$ cat config.mk
export PLATFORM = sky130hd
export DESIGN_NAME = bitmap_tag_allocator
export DESIGN_NICKNAME = d
export VERILOG_FILES = /design/src/bta_pkg.sv /design/src/bta_ffz.sv /design/src/bta_map.sv /design/src/bitmap_tag_allocator.sv
export SDC_FILE = /design/constraint.sdc
export NUM_CORES = 1
export LEC_CHECK = 0
export BUFFER_PORTS_ARGS = -buffer_cell sky130_fd_sc_hd__clkbuf_2
export CAP_MARGIN = 30
export CORE_MARGIN = 3
export CORE_UTILIZATION = 55
export CTS_BUF_LIST = sky130_fd_sc_hd__clkbuf_4
export CTS_CLUSTER_SIZE = 24
export DETAILED_ROUTE_END_ITERATION = 6
export HOLD_SLACK_MARGIN = 0.05
export PLACE_DENSITY = 0.85
export SLEW_MARGIN = 20
export SYNTH_ARGS = -nofsm -noshare
export SYNTH_HDL_FRONTEND = slang
export SYNTH_HIERARCHICAL = 1
export SYNTH_SLANG_ARGS = --single-unit
$ cat constraint.sdc
create_clock -name clk -period 4.4 [get_ports clk]
set_input_delay 0.66 -clock clk [delete_from_list [all_inputs] [get_ports clk]]
set_output_delay 0.66 -clock clk [all_outputs]
set_load 0.02 [all_outputs]
$ cat src/bta_pkg.sv
package bta_pkg;

	// Number of 16-bit words in the allocation bitmap.
	localparam int WORDS = 16;

	// Bits per bitmap word and the tag split into word index and bit.
	localparam int BITS_PER_WORD = 16;
	localparam int BIT_W         = 4;
	localparam int TAG_W         = 10;
	localparam int GRANT_W       = 8;
	localparam int WIDX_W        = (WORDS > 1) ? $clog2(WORDS) : 1;
	localparam int TWIDX_W       = TAG_W - BIT_W;

	localparam logic [BITS_PER_WORD-1:0] FULL_WORD = 16'hFFFF;

	// Request codes.
	localparam logic OP_ALLOC = 1'b0;
	localparam logic OP_FREE  = 1'b1;

	// Result status codes.
	localparam logic [1:0] ST_OK      = 2'd0;
	localparam logic [1:0] ST_NOSPACE = 2'd1;
	localparam logic [1:0] ST_INVALID = 2'd2;

	typedef logic [BITS_PER_WORD-1:0] word_t;
	typedef logic [WIDX_W-1:0]        widx_t;
	typedef logic [BIT_W-1:0]         bidx_t;

	// Write command from the sequencer to the bitmap storage.
	typedef struct packed {
		logic  en;
		widx_t idx;
		word_t word;
	} map_wr_t;

endpackage

$ cat src/bta_ffz.sv
module bta_ffz (
	input  bta_pkg::word_t word,
	output logic           found,
	output bta_pkg::bidx_t bit_idx
);

	// Priority encoder for the lowest clear bit; the highest index is
	// visited first so the lowest clear bit wins.
	always_comb begin
		found   = 1'b0;
		bit_idx = '0;
		for (int i = bta_pkg::BITS_PER_WORD - 1; i >= 0; i--) begin
			if (!word[i]) begin
				found   = 1'b1;
				bit_idx = bta_pkg::BIT_W'(i);
			end
		end
	end

endmodule

$ cat src/bta_map.sv
module bta_map (
	input  logic             clk,
	input  logic             arst_n,
	input  bta_pkg::widx_t   rd_idx,
	output bta_pkg::word_t   rd_word,
	input  bta_pkg::map_wr_t wr
);

	bta_pkg::word_t map_q [bta_pkg::WORDS];

	// Bitmap words; reset marks every tag free.
	always_ff @(posedge clk or negedge arst_n) begin
		if (!arst_n) begin
			for (int i = 0; i < bta_pkg::WORDS; i++) begin
				map_q[i] <= '0;
			end
		end else if (wr.en) begin
			map_q[wr.idx] <= wr.word;
		end
	end

	// Single read port, addressed by the sequencer.
	assign rd_word = map_q[rd_idx];

endmodule

$ cat src/bitmap_tag_allocator.sv
// Bitmap tag allocator.
// Input channel (in_valid / in_stall) carries one request: opcode selects
// allocate or free, tag names the tag to free. Output channel
// (out_valid / out_stall) returns one transaction per request with status
// and granted_tag. A transaction moves at a clock edge with valid high and
// stall low.
// An allocate walks the bitmap one 16-bit word per cycle through a shared
// find-first-zero unit, from word 0 up, and stops at the first word with
// a free bit, or at the last word (word 15) when the map is full. A free
// reads and rewrites only the word that its tag names.
// in_stall is high while a request is being worked on, so one request is
// taken at a time and the next one can be taken the cycle after the result
// is loaded; a new request is accepted while an earlier result still
// waits in the output register.
// If the receiver stalls, the result stays in the output register and the
// sequencer holds its finished result until the register frees up.
// Reset (arst_n low) clears the bitmap to all free and empties the output.
module bitmap_tag_allocator (
	input  logic                         clk,
	input  logic                         arst_n,
	input  logic                         in_valid,
	output logic                         in_stall,
	input  logic                         opcode,
	input  logic [bta_pkg::TAG_W-1:0]    tag,
	output logic                         out_valid,
	input  logic                         out_stall,
	output logic [1:0]                   status,
	output logic [bta_pkg::GRANT_W-1:0]  granted_tag
);

	localparam logic [1:0] S_IDLE = 2'd0;
	localparam logic [1:0] S_SCAN = 2'd1;
	localparam logic [1:0] S_FREE = 2'd2;

	localparam bta_pkg::widx_t LAST_WIDX = bta_pkg::WIDX_W'(bta_pkg::WORDS - 1);

	logic [1:0]               state_q;
	bta_pkg::widx_t           widx_q;
	logic [bta_pkg::TAG_W-1:0] tag_q;

	bta_pkg::word_t   rd_word;
	bta_pkg::map_wr_t wr;
	logic             ffz_found;
	bta_pkg::bidx_t   ffz_bit;

	logic             in_acc;
	logic             slot_free;
	logic             res_load;
	logic [1:0]       res_status;
	logic [bta_pkg::TAG_W-1:0] res_tag;

	logic [bta_pkg::TWIDX_W-1:0] free_widx;
	logic                        free_valid;
	bta_pkg::bidx_t              free_bit;
	bta_pkg::widx_t              rd_idx;

	logic [1:0]                  status_q;
	logic [bta_pkg::GRANT_W-1:0] granted_q;
	logic                        out_valid_q;

	assign in_acc    = in_valid && !in_stall;
	assign in_stall  = (state_q != S_IDLE);
	assign slot_free = !out_valid_q || !out_stall;

	// Tag split for a free request.
	assign free_widx  = tag_q[bta_pkg::TAG_W-1:bta_pkg::BIT_W];
	assign free_bit   = tag_q[bta_pkg::BIT_W-1:0];
	assign free_valid = ({1'b0, free_widx} < (bta_pkg::TWIDX_W + 1)'(bta_pkg::WORDS));

	// The read port follows the scan index, or the word being freed.
	assign rd_idx = (state_q == S_FREE) ? bta_pkg::WIDX_W'(free_widx) : widx_q;

	bta_map u_map (
		.clk     (clk),
		.arst_n  (arst_n),
		.rd_idx  (rd_idx),
		.rd_word (rd_word),
		.wr      (wr)
	);

	bta_ffz u_ffz (
		.word    (rd_word),
		.found   (ffz_found),
		.bit_idx (ffz_bit)
	);

	// Result and bitmap update for the current step of the sequencer.
	always_comb begin
		res_load   = 1'b0;
		res_status = bta_pkg::ST_OK;
		res_tag    = '0;
		wr.en      = 1'b0;
		wr.idx     = rd_idx;
		wr.word    = rd_word;
		unique case (state_q)
			S_SCAN: begin
				if (ffz_found) begin
					res_load   = slot_free;
					res_status = bta_pkg::ST_OK;
					res_tag    = (bta_pkg::TAG_W'(widx_q) << bta_pkg::BIT_W) |
						bta_pkg::TAG_W'(ffz_bit);
					wr.en      = slot_free;
					wr.word    = rd_word | (bta_pkg::word_t'(1) << ffz_bit);
				end else if (widx_q == LAST_WIDX) begin
					res_load   = slot_free;
					res_status = bta_pkg::ST_NOSPACE;
				end
			end
			S_FREE: begin
				res_load = slot_free;
				if (free_valid) begin
					res_status = bta_pkg::ST_OK;
					wr.en      = slot_free;
					wr.word    = rd_word & ~(bta_pkg::word_t'(1) << free_bit);
				end else begin
					res_status = bta_pkg::ST_INVALID;
				end
			end
			default: begin
				res_load = 1'b0;
			end
		endcase
	end

	// Sequencer: take a request, walk the map, finish when the output
	// register can take the result.
	always_ff @(posedge clk or negedge arst_n) begin
		if (!arst_n) begin
			state_q <= S_IDLE;
			widx_q  <= '0;
		end else begin
			unique case (state_q)
				S_IDLE: begin
					if (in_acc) begin
						widx_q  <= '0;
						state_q <= (opcode == bta_pkg::OP_FREE) ? S_FREE : S_SCAN;
					end
				end
				S_SCAN: begin
					if (res_load) begin
						state_q <= S_IDLE;
					end else if (!ffz_found && widx_q != LAST_WIDX) begin
						widx_q <= widx_q + 1'b1;
					end
				end
				S_FREE: begin
					if (res_load) begin
						state_q <= S_IDLE;
					end
				end
				default: begin
					state_q <= S_IDLE;
				end
			endcase
		end
	end

	// Request tag capture.
	always_ff @(posedge clk) begin
		if (in_acc) begin
			tag_q <= tag;
		end
	end

	// Output register.
	always_ff @(posedge clk or negedge arst_n) begin
		if (!arst_n) begin
			out_valid_q <= 1'b0;
		end else if (res_load) begin
			out_valid_q <= 1'b1;
		end else if (!out_stall) begin
			out_valid_q <= 1'b0;
		end
	end

	always_ff @(posedge clk) begin
		if (res_load) begin
			status_q  <= res_status;
			granted_q <= res_tag[bta_pkg::GRANT_W-1:0];
		end
	end

	assign out_valid   = out_valid_q;
	assign status      = status_q;
	assign granted_tag = granted_q;

`ifndef SYNTH
	// An accepted request always starts the sequencer.
	a_accept_busy: assert property (@(posedge clk) disable iff (!arst_n)
		in_acc |=> state_q != S_IDLE)
		else $error("accepted request did not start the sequencer");

	// A full-map answer is given only after the last word was examined.
	a_nospace_last: assert property (@(posedge clk) disable iff (!arst_n)
		res_load && res_status == bta_pkg::ST_NOSPACE |-> widx_q == LAST_WIDX)
		else $error("no-space reported before the scan reached the last word");

	// A result is never loaded over one the receiver has not taken.
	a_no_overwrite: assert property (@(posedge clk) disable iff (!arst_n)
		out_valid_q && out_stall |-> !res_load)
		else $error("result loaded over a stalled output transaction");

	// The bitmap is written only when a result is produced.
	a_write_with_result: assert property (@(posedge clk) disable iff (!arst_n)
		wr.en |-> res_load)
		else $error("bitmap written without a result");
`endif

endmodule

* Yosys cells after proc, flatten, opt, wreduce, memory -nomap -nowiden *
Cells that the tools add are included.

storage, ports and cells
  register bits after elaboration = 283
  bits of input ports = 15
  output and inout bits = 12
  word-level logic and storage cells = 119

operators by class
  add/sub/neg operators = 1
  order comparisons = 3
  equal/unequal tests = 9
  shift operators = 2
  muxes and demuxes = 62
  bitwise logic cells = 5
  reduce and logical (&&, ||, !) cells = 15

operators with widths
  operator                count
  $bwmux W256             1
  $mux W16                5
  $mux W4                 20
  $bmux W16 S4            1
  $demux W16 S4           1
  $pmux W16 S2            1
  $shl A1 B4 Y16 const A  2
  $mux W1                 24
  $and A16 B16 Y16        1
  $not A16 Y16            1
  $or A16 B16 Y16         1
  $mux W2                 4
  $or A8 B4 Y8            1
  $pmux W2 S2             2
  $pmux W4 S2             1
  $lt A6 B5 Y1 const B    1
  $ne A2 B2 Y1 const B    3
  $ge A5 B5 Y1 const B    1
  $lt A5 B1 Y1 const B    1
  $not A4 Y5              1
  $add A4 B1 Y4 const B   1
  $eq A4 B4 Y1 const B    1
  $logic_not A1 Y1        4
  $ne A2 B1 Y1 const B    2
  other kinds (11)        16

* Depth between registers and ports, before layout *
  depth in word-level cells = 27
  gate-level depth with buffers = 22
  mapped depth without buffers = 16

* Cells and area by module *
Netlist, hierarchy kept.

modules (own cells, without submodules)
  module                instances  cells an instance  area each (µm²)  seq. area each (µm²)
  bta_map               1          712                11,587.4         6,406.1
  bitmap_tag_allocator  1          167                1,621.6          775.7
  bta_ffz               1          34                 166.4            0.0

* Worst setup path before layout *
No wires, ideal clock.

  path type = flip-flop to flip-flop
  start = reg state_q[0]
  end = reg u_map/map_q[85] (netlist bit)
  library setup time = 0.125 ns
  data arrival time = 4.676 ns
  required time = 4.275 ns
  setup slack = -0.401 ns
  cell stages (with the launch flop) = 21
  path buffers = 6
  clock period less this slack = 4.801 ns
  cell sequence = dfrtp_1 > inv_1 > ha_1 > buf_6 > o21ai_0 > clkbuf_1 > clkbuf_1 > mux4_2 > a22oi_1 > nand2_1 > nand4_1 > nor2_1 > nand2_1 > buf_2 > clkbuf_1 > a22oi_1 > nor2_1 > nand2_2 > nor3_2 > buf_2 > mux2_2

RTL lines
  element                        RTL line                     source
  start, declared                bitmap_tag_allocator.sv:37   logic [1:0] state_q;
  start signal, assigned         bitmap_tag_allocator.sv:136  state_q <= (opcode == bta_pkg::OP_FREE) ? S_FREE : S_SCAN;
  end signal, assigned by index  bta_map.sv:18                map_q[wr.idx] <= wr.word;
  end, declared                  bta_map.sv:9                 bta_pkg::word_t map_q [bta_pkg::WORDS];

==> results.md <==
* Status: completed
* Multi-input logic area at 5930 µm²
* Vias in the first global route at 9361
* Synth Register Bits at 283
* Critical Path End: u_map/map_q[133]
* Crit path DAT at 4.87 ns
* Number of port buffers at 26
* Die Wd at 162 µm
* Max Freq at 231 MHz
* Post-synthesis xor/xnor area fraction at 0%
* Syn-to-layout area delta at 15.7%
* Slew @ Worst Pin at 0.942 ns
* Critical Path RT at 4.93 ns
* Tot Pwr at 6.06 mW
* Core ar. at 23700 µm²
* Antenna violations before repair at 1
* Fin area at 15500 µm²
* TritonCTS clock tree: yes
* Fill cell count at 1647
* Top FF cell, synth: dfrtp_1
* Rows at 56
* Power Density at 392 nW/µm²
* HPWL Detailed at 20500 µm
* Worst setup EP type: flip-flop
* Max Root-Sink Buffers at 3
* Sequential share of the synthesized area at 53.7%
* Period minus WS final at 4.34 ns
* LEAKAGE at 7.22 nW
* Worst skew pair latency at 0.70 ns
* Final Wtd Congestion at 0.958
* FF/Latch Area at 7180 µm²
* Final Max Tran Viols at 0
* Post-Synth Simple-Gate Area at 5.96%
* I/O Pins at 27
* Htree depth at 3
* WS Path Type: reg -> reg
* DRT iter0 DRCs at 827
* Post-synthesis cell type count at 51
* Worst clock skew at 0.0576 ns
* Share of layout cells above drive strength 1 at 53.2%
* First-pass GRT wire length at 52300 µm
* Syn_nets at 932
* Synth Instances at 913
* GR Overflow Total at 0
* Mux share of post-synthesis cell area at 33.0%
* Warnings from Yosys at 6
* Adder-Cell Fraction of Synth Area at 0.374%
* Worst Reg2Reg Path Length in Cells at 19
* Compound-cell area share of the yosys netlist at 4.06%
* Syn Area/Cell at 14.6 µm²
* Post-Route WL at 33700 µm
* Clk slew on worst S/H paths at 0.07 ns
* Reg2Reg Setup Slack at 0.06 ns
* RSZ-0062 raised after global routing: yes
* DRT antenna net count at 0
* Final Hold Fails at 0
* # setup viols final at 0
* Crit path launch type: flip-flop
* Cts hold-fix bufs at 0
* Mapped cell area at 13400 µm²
* Die H at 162 µm
* Async set-reset flop share out of synthesis at 92.9%
* Initial Util at 56.5%
* Number of maximum-capacitance violations at 0
* Vias at 8789
* FF-to-FF Start: state_q[0]
* CP startpoint: state_q[0]
* Cts bufs inserted at 72
* DRC at 0
* Worst VDD drop at 0.194 mV
* Hold crit path type: in -> async
* Period utilization at 98.5%
* Root buf cell: clkbuf_4
* Placed inst area at 14400 µm²
* WL/cell at 24.2 µm
* Nets at 1042
* Clk sinks at 283
* Reg2reg end: u_map/map_q[133]
* Max FO, Critical Path at 10
* Largest family of logic cells by synthesized area: multiplexers
* Drt pass-1 iters at 5
* Global router's overall resource usage at 25.8%
* Number of synthesized flops with an enable pin at 20
* Slew margin rel. at 37.2%
* Vias per cell at 6.30
* Die area at 26200 µm²
* Worst hold slack at 0.0693 ns
* Largest net degree at the start of global routing at 128
==> timing repair <==
action,4_1_cts,5_1_grt
pin swaps,0,3
buffers inserted,0,5
gates resized for setup,1,19
setup endpoints to repair,12,190
gates cloned,0,3
==> logic make-up after synthesis <==
logic type | Yosys count
AND/OR/NAND/NOR | 145
AO/OA/AOI/OAI | 79
multiplexers | 325
buffers and inverters | 77
flip-flops | 283
adder cells (fa/ha/maj) | 4
==> Yosys cell counts (10+ instances only) <==
library cell	count	share of area, %
nor3_1	21	0.79
mux2_2	249	21
inv_1	11	0.31
a22oi_1	33	1.9
a21oi_1	16	0.60
clkbuf_1	31	0.87
mux2_4	10	1.1
nand2_1	30	0.84
nor2_1	29	0.81
buf_2	22	0.82
edfxtp_1	20	4.5
mux4_2	64	11
dfrtp_1	263	49
==> state kept, by name, indices dropped and copies added, names as in the netlist <==
name	flops
granted_tag	8
u_map/map_q	256
tag_q	10
status	2
widx_q	4
state_q	2
out_valid	1
==> per-stage QoR <==
stage	worst slack [ns]	util, %	TNS [ns]	std cells
2_1_floorplan	0.0613	-	0	913
3_3_place_gp	0.0882	60.7	0	1259
3_5_place_dp	0.0347	60.7	0	1260
4_1_cts	0.0610	64.6	0	1386
5_1_grt	-0.0758	65.4	-2.07	1395
6_report	0.0648	65.4	0	1395
==> placed cells by master, fill, tap and decap left out, types with 4 or more instances in the layout <==
cell type and instances:
dfrtp_1 263, mux2_2 248, clkbuf_4 106, mux4_2 64, buf_4 48, a22oi_1 33, nand2_1 26, clkbuf_2 25
nor2_1 24, edfxtp_1 20, nor3_1 19, buf_12 19, a21oi_1 16, clkinv_1 13, inv_1 11, mux2_4 11
and3_1 9, nand3_1 8, a31oi_1 7, nor3_4 7, nor2_2 7, nor2b_1 6, buf_6 6, nand2_2 6
nand4_1 5, o21ai_0 5, nor3b_1 4, nand3b_1 4, nand2b_1 4
==> how the worst min path moves through the flow <==
stage,to,slack [ns],depth (start not counted)
3_5_place_dp,u_map/map_q[154],0.49,1
2_1_floorplan,out_valid,0.36,0
5_1_grt,widx_q[3],0.10,1
4_1_cts,widx_q[2],0.08,1
3_3_place_gp,u_map/map_q[231],0.48,1
6_report,widx_q[2],0.07,1
==> layout make-up <==
| class | count | area share [%] |
|---|---|---|
| clock buffer | 106 | 5.14 |
| clock inverter | 20 | 0.719 |
| tap | 319 | 2.58 |
| timing repair buffer | 102 | 6.61 |
| multi-input combinational | 553 | 38.3 |
| antenna | 1 | 0.0162 |
| inverter | 11 | 0.267 |
| sequential | 283 | 46.4 |
==> power by group <==
part,switching (mW),internal (mW),leakage (nW)
combinational,0.677,0.410,2.82
clock,1.06,1.16,0.539
sequential,0.0353,2.71,3.86
==> worst max-delay path: stages (launching register included) <==
cell and delay (ns):
dfrtp_1 0.40, inv_1 0.09, ha_2 0.22, mux2_4 0.40, buf_4 0.18, clkbuf_16 0.18
mux4_2 0.42, a22oi_1 0.29, nand2_2 0.17, nand4_1 0.16, nor2_1 0.06, nand2_1 0.09
a22oi_1 0.10, nor2_2 0.23, buf_4 0.18, nand2_2 0.15, nor3_4 0.19, buf_4 0.18
buf_4 0.16, mux2_2 0.34
==> metal layers <==
layer	vias up	wire length [µm]	part of all wire (%)	track usage, %
li1	3702	-	-	-
met1	4608	13500	40	34.4
met3	107	2350	7.0	5.89
met4	0	1270	3.8	11.2
met5	-	0	0	0
met2	372	16600	49	41.1
Power figures use the tool's default switching activity.
